<file path="config.mk">
export PLATFORM = sky130hd
export DESIGN_NAME = ppu_div
export DESIGN_NICKNAME = d
export VERILOG_FILES = /design/src/hdl/ppu_pkg.sv /design/src/hdl/ppu_div.sv
export SDC_FILE = /design/constraint.sdc
export NUM_CORES = 1
export LEC_CHECK = 0
export BUFFER_PORTS_ARGS = -buffer_cell sky130_fd_sc_hd__buf_2
export CORE_MARGIN = 5
export CORE_UTILIZATION = 53
export CTS_CLUSTER_DIAMETER = 120
export CTS_CLUSTER_SIZE = 14
export DETAILED_ROUTE_END_ITERATION = 8
export PLACE_DENSITY = 0.84
export SYNTH_ARGS = -nofsm -noshare
export SYNTH_HDL_FRONTEND = slang
export SYNTH_SLANG_ARGS = --single-unit
</file>
<file path="constraint.sdc">
create_clock -name clk_i -period 3.6 [get_ports clk_i]
set_clock_uncertainty 0.15 [all_clocks]
set_input_delay 0.72 -clock clk_i [delete_from_list [all_inputs] [get_ports clk_i]]
set_output_delay 0.72 -clock clk_i [all_outputs]
set_load 0.005 [all_outputs]
</file>
<file path="src/hdl/ppu_pkg.sv">
// ----------------------------------------------------------------------------
// ppu_pkg
// Types, constants and helpers shared by the particle pool update block.
// ----------------------------------------------------------------------------
package ppu_pkg;

  localparam int unsigned PoolSizeDef = 64;
  localparam int unsigned StepW       = 20;
  localparam int unsigned CfgDataW    = 32;
  localparam int unsigned CfgIdxW     = 3;
  localparam int unsigned IntervalW   = 24;
  localparam int unsigned LifeCfgW    = 24;
  localparam int unsigned IndexOutW   = 6;
  localparam int unsigned ProdW       = 53;
  localparam int unsigned WideW       = 37;

  localparam logic [IntervalW-1:0] SpawnIntervalRst = 24'd6554;
  localparam logic [LifeCfgW-1:0]  StartLifeRst     = 24'd65536;
  localparam logic signed [31:0]   StartVelXRst     = 32'sd0;
  localparam logic signed [31:0]   StartVelYRst     = 32'sd65536;
  localparam logic signed [31:0]   StartVelZRst     = 32'sd0;

  typedef enum logic [CfgIdxW-1:0] {
    REG_SPAWN_INTERVAL = 3'd0,
    REG_START_LIFETIME = 3'd1,
    REG_START_VEL_X    = 3'd2,
    REG_START_VEL_Y    = 3'd3,
    REG_START_VEL_Z    = 3'd4
  } cfg_reg_e;

  typedef enum logic [3:0] {
    ST_IDLE,
    ST_ACC,
    ST_DIV,
    ST_RD,
    ST_LIFE,
    ST_MX,
    ST_MY,
    ST_MZ,
    ST_WB
  } state_e;

  // one pool slot
  typedef struct packed {
    logic signed [31:0] life;
    logic signed [31:0] pos_x;
    logic signed [31:0] pos_y;
    logic signed [31:0] pos_z;
    logic signed [31:0] vel_x;
    logic signed [31:0] vel_y;
    logic signed [31:0] vel_z;
    logic               vis;
  } row_t;

  function automatic logic signed [31:0] sat32(logic signed [WideW-1:0] v);
    logic [WideW-32:0] top;
    top = v[WideW-1:31];
    if (top == '0 || top == '1) begin
      return v[31:0];
    end else if (v[WideW-1]) begin
      return 32'sh8000_0000;
    end else begin
      return 32'sh7FFF_FFFF;
    end
  endfunction

  // position plus product floored to Q16.16, saturated
  function automatic logic signed [31:0] move_axis(logic signed [31:0] pos,
                                                   logic signed [ProdW-1:0] prod);
    logic signed [ProdW-1:0] shr;
    logic signed [WideW-1:0] sum;
    shr = prod >>> 16;
    sum = WideW'(pos) + WideW'(shr);
    return sat32(sum);
  endfunction

endpackage

</file>
<file path="src/hdl/ppu_div.sv">
// ----------------------------------------------------------------------------
// ppu_div
// Restoring divider, one quotient bit per cycle, for the spawn accounting.
// ----------------------------------------------------------------------------
module ppu_div
  import ppu_pkg::*;
(
  input  logic                 clk_i,
  input  logic                 rst_ni,
  input  logic                 start_i,
  input  logic [31:0]          dividend_i,
  input  logic [IntervalW-1:0] divisor_i,
  output logic                 done_o,
  output logic [31:0]          quot_o,
  output logic [IntervalW-1:0] rem_o
);

  logic                 busy_q;
  logic                 done_q;
  logic [4:0]           cnt_q;
  logic [31:0]          quo_q;
  logic [IntervalW-1:0] rem_q;

  logic [IntervalW:0]   rem_sh;
  logic [IntervalW:0]   rem_sub;
  logic                 fits;

  assign rem_sh  = {rem_q, quo_q[31]};
  assign rem_sub = rem_sh - {1'b0, divisor_i};
  assign fits    = rem_sh >= {1'b0, divisor_i};

  always_ff @(posedge clk_i or negedge rst_ni) begin
    if (!rst_ni) begin
      busy_q <= 1'b0;
      done_q <= 1'b0;
      cnt_q  <= '0;
    end else begin
      done_q <= 1'b0;
      if (start_i) begin
        busy_q <= 1'b1;
        cnt_q  <= '0;
      end else if (busy_q) begin
        cnt_q <= cnt_q + 5'd1;
        if (cnt_q == 5'd31) begin
          busy_q <= 1'b0;
          done_q <= 1'b1;
        end
      end
    end
  end

  always_ff @(posedge clk_i) begin
    if (start_i) begin
      quo_q <= dividend_i;
      rem_q <= '0;
    end else if (busy_q) begin
      quo_q <= {quo_q[30:0], fits};
      rem_q <= fits ? rem_sub[IntervalW-1:0] : rem_sh[IntervalW-1:0];
    end
  end

  assign done_o = done_q;
  assign quot_o = quo_q;
  assign rem_o  = rem_q;

endmodule

</file>
; ---- After elaboration in Yosys (flattened, before gate mapping)
; Index checks and enable logic that the tools add are counted.
[word_totals]
regBits = 63
in_bits = 59
output_inout_bits = 57
word_cells = 21
[op_classes]
addsub = 2
order_cmp = 1
n_eq_ne = 1
n_mux = 11
reduce_logical = 1
[ops]
columns = op, n
row1 = $mux 32, 2
row2 = $ge 25x24->1, 1
row3 = $mux 24, 1
row4 = $sub 24x24->24, 1
row5 = $mux 5, 2
row6 = $mux 1, 6
row7 = $add 5x1->5 const B, 1
row8 = $eq 5x5->1 const B, 1
row9 = $reduce_bool 2->1, 1

; ---- Depth between registers and ports, before layout
[logic_depth]
ltp_word = 4
ltp_mapped = 13
mapped_depth_nobuf = 11

; ---- Worst setup path before layout
; No wires, ideal clock.
[synth_timing]
kind = input -> register
startpoint = input divisor_i[3]
endpoint = register rem_q[10], in the netlist rem_o[10]
setup_time_ns = 0.122
t_arrival_ns = 2.746
required_time_ns = 3.328
slack_ns = 0.583
path_stages = 11
path_buffers = 1
path_cell_list = inv_1 ha_1 a21o_1 a21oi_4 a21oi_2 o21a_2 o31ai_4 a221oi_2 buf_6 or3_1 o311a_1
[synth_via]
elab_chain_len = 2
elab_cells_between_ends = 3
classes_between = add/sub: 1 / order compare: 1 / mux: 1
[synth_rtl]
columns = element, line_no
row1 = from (decl), ppu_div.sv:12  ; input logic [IntervalW-1:0] divisor_i,
row2 = $sub 24x24->24 or $ge 25x24->1 (tied branches), "ppu_div.sv:29, ppu_div.sv:30"
row3 = $mux 24 (*), ppu_div.sv:58  ; rem_q <= fits ? rem_sub[IntervalW-1:0] : rem_sh[IntervalW-1:0];
row4 = to (signal assigned), ppu_div.sv:58
row5 = to (decl), ppu_div.sv:22  ; logic [IntervalW-1:0] rem_q;
; Mark *: on every way between the ends. The rest lies on a longest branch, timed or not.
; A chain may end at the register's enable or synchronous reset.

; ---- Worst setup path in the final report
[layout_timing]
startpoint = register quo_q[31], in the netlist quot_o[31]
endpoint = register rem_q[22], in the netlist rem_o[22]
[layout_via]
elab_chain_len = 2
elab_cells_between_ends = 3
classes_between = add/sub: 1 / order compare: 1 / mux: 1
[layout_rtl]
columns = element, line_no
row1 = from (decl), ppu_div.sv:21  ; logic [31:0] quo_q;
row2 = from (signal assigned), ppu_div.sv:54  ; quo_q <= dividend_i;
row3 = from (signal assigned), ppu_div.sv:57  ; quo_q <= {quo_q[30:0], fits};
row4 = $sub 24x24->24 or $ge 25x24->1 (tied branches), "ppu_div.sv:29, ppu_div.sv:30"
row5 = $mux 24 (*), ppu_div.sv:58
; Marked as above.

==> metrics.txt <==
fin area=4950 um^2; area grow syn2layout=20.3%; antenna violations before repair=0; hold_buf cts=0; worst setup path category=flip-flop to flip-flop; fin crit period=2.98 ns; mean post-synth cell area=9.96 um^2; Cells after Synth=413; setup bufs post-CTS=0; top cells by area, synth=edfxtp_1, dfxtp_1, mux2_2; status=finished, final reports clean; Root Buffer Master=clkbuf_8; top-area cell type share of the netlist area=23.4%; CTS buffer count=9; setup ws final=0.623 ns; Rows=32; vias in the first global route=3657; worst hold path class=primary input to asynchronous set/reset pin; Cell variety after synth=69; placeable core region=7650 um^2; placed instance area=4760 um^2; WP buf/inv=1; final count of pins violating max slew=0; max incr delay on CP=0.43 ns; DR WL/cell=16.3 um; CP cell instances=inv_1 > ha_1 > fa_1 > nor2b_1 > o31a_1 > o31ai_1 > a41oi_1 > o31a_1 > nor3b_1 > o31ai_1 > a211oi_1; post-route ant nets=0; CP arrival=3.03 ns; CTS tree=built; # diodes=0; Final HPWL DP=7860 um; max frequency=336 MHz; I/O pin count=116; clk sink count=63; Die Span Y=98.1 um; async set-reset flop share out of synthesis=11.1%; largest fanout on the critical path=3; period utilization=82.7%; Finish-stage setup viols=0; EDFF count, synth=32; fraction of the yosys area taken by sequential cells=39.3%; nets@finish=613; Vias per Instance=5.58; largest net degree at the start of global routing=61; Tot GR Track Use=22.0%; Min Hold Slack=0.0314 ns; VDD IR-drop max=223 uV; setup TNS=0 ns; Congestion Overflow GR=0; Vias=3535; RSZ-0062 raised after global routing=false; Worst-Skew Late Latency=0.35 ns; non-filler instance count after layout=634; clock slew at reported path FFs=0.08 ns; # DRC=0; synth warn=0; worst path required time=3.65 ns; H-Tree Level Count=3; Longest Clk Path Bufs=2; most common cell in the synthesized netlist=nand2_1; DRT Pass-1 Iters=4; startpoint type of the worst setup path=flip-flop; register bit total from synthesis=63; Max stage delay cell, worst path=edfxtp_1; gpl congestion=0.914; global-route wire length before repair=17300 um; Synth Cell Area=4110 um^2; Commonest cells post-synth=nand2_1, nor2_1, edfxtp_1, inv_1, mux2_2; placed instance count=618; syn_nets=499; Top delay family on crit path=compound AO/OA/AOI/OAI gates; initial core utilization=53.8%; Port Buf Inserts=115; Die Wd=98.1 um; share of cells above drive strength 1=34.8%; initial DRC count=176; Least-Margin Pin Slew=0.727 ns; die area=9620 um^2; largest area contributor in the netlist=edfxtp_1; Power Dens Cells=334 nW/um^2; worst slack, placed=0.266 ns; Static Leak=2.29 nW; slew margin rel.=51.6%; crit path capture type=flip-flop; max-cap viol count=0; Main synth FF type=edfxtp_1; post-cts sizing count=0; routed wire length=10400 um; Fin. Hold Viols=0
-- power by group --
group | switching (mW) | internal [mW] | total, mW
Combinational | 0.121 | 0.127 | 0.247
Sequential | 0.0253 | 0.802 | 0.827
Clock | 0.318 | 0.257 | 0.575
Total | 0.464 | 1.19 | 1.65
-- metal layers --
layer  GRT usage (%)  up-vias  part of all wire (%)
met2            35.7      133                    48
met4            7.67        0                   2.4
met3            6.93       22                   7.1
met1            27.6     1638                    43
li1                -     1742                     -
met5               0        -                     0
-- kinds of logic after synthesis --
family          count (synthesis)  synth area share [%]
simple gates                  112                  12.5
compound gates                100                  18.8
flops                          63                  39.3
buf+inv                        49                  5.66
mux                            41                  10.9
fa+ha+maj                      27                  8.40
xor+xnor                       21                  4.47
-- through the flow --
stage / power (mW) / util [%]
final: 1.65 / 64.7
after global routing: 1.73 / 64.7
after CTS: 1.66 / 64.7
after detailed placement: 1.09 / 62.3
after global placement: 1.08 / 62.3
after floorplan: 0.981 / -
-- layout make-up --
cell class,count,area [um^2]
fill,641,2700
tap,102,128
clock inverter,7,57.6
multi-input combinational,301,2270
sequential,63,1620
clock buffer,9,124
inverter,32,120
timing repair buffer,120,626
-- flip-flops by register name (all words and copies together), names as in the netlist --
signal	flops
rem_o	24
done_o	1
busy_q	1
cnt_q	5
quot_o	32
-- placed cells by master (no fill, tap or decap), types with 7 or more instances in the layout --
master	count
mux2_2	31
xnor2_1	14
xor2_1	7
a211oi_1	10
edfxtp_1	32
o21ai_0	12
buf_2	115
inv_1	31
dfrtp_1	7
a21oi_1	19
nand2_1	36
clkbuf_8	9
nand3_1	11
nor2_1	35
dfxtp_1	24
ha_1	26
mux2i_1	10
-- path summary, 6_finish.rpt --
kind | startpoint | endpoint | slack, ns | cells past startpoint
worst max-delay path | quot_o[31] | rem_o[22] | 0.62 | 11
worst min-delay path | rst_ni | cnt_q[3] | 0.03 | 1
worst max register to register | quot_o[31] | rem_o[22] | 0.62 | 11
worst min register to register | rem_o[16] | rem_o[17] | 0.36 | 2
max in group asynchronous | rst_ni | busy_q | 3.11 | 1
min in group clk_i | rem_o[16] | rem_o[17] | 0.36 | 2
(Power assumes the default switching activity.)
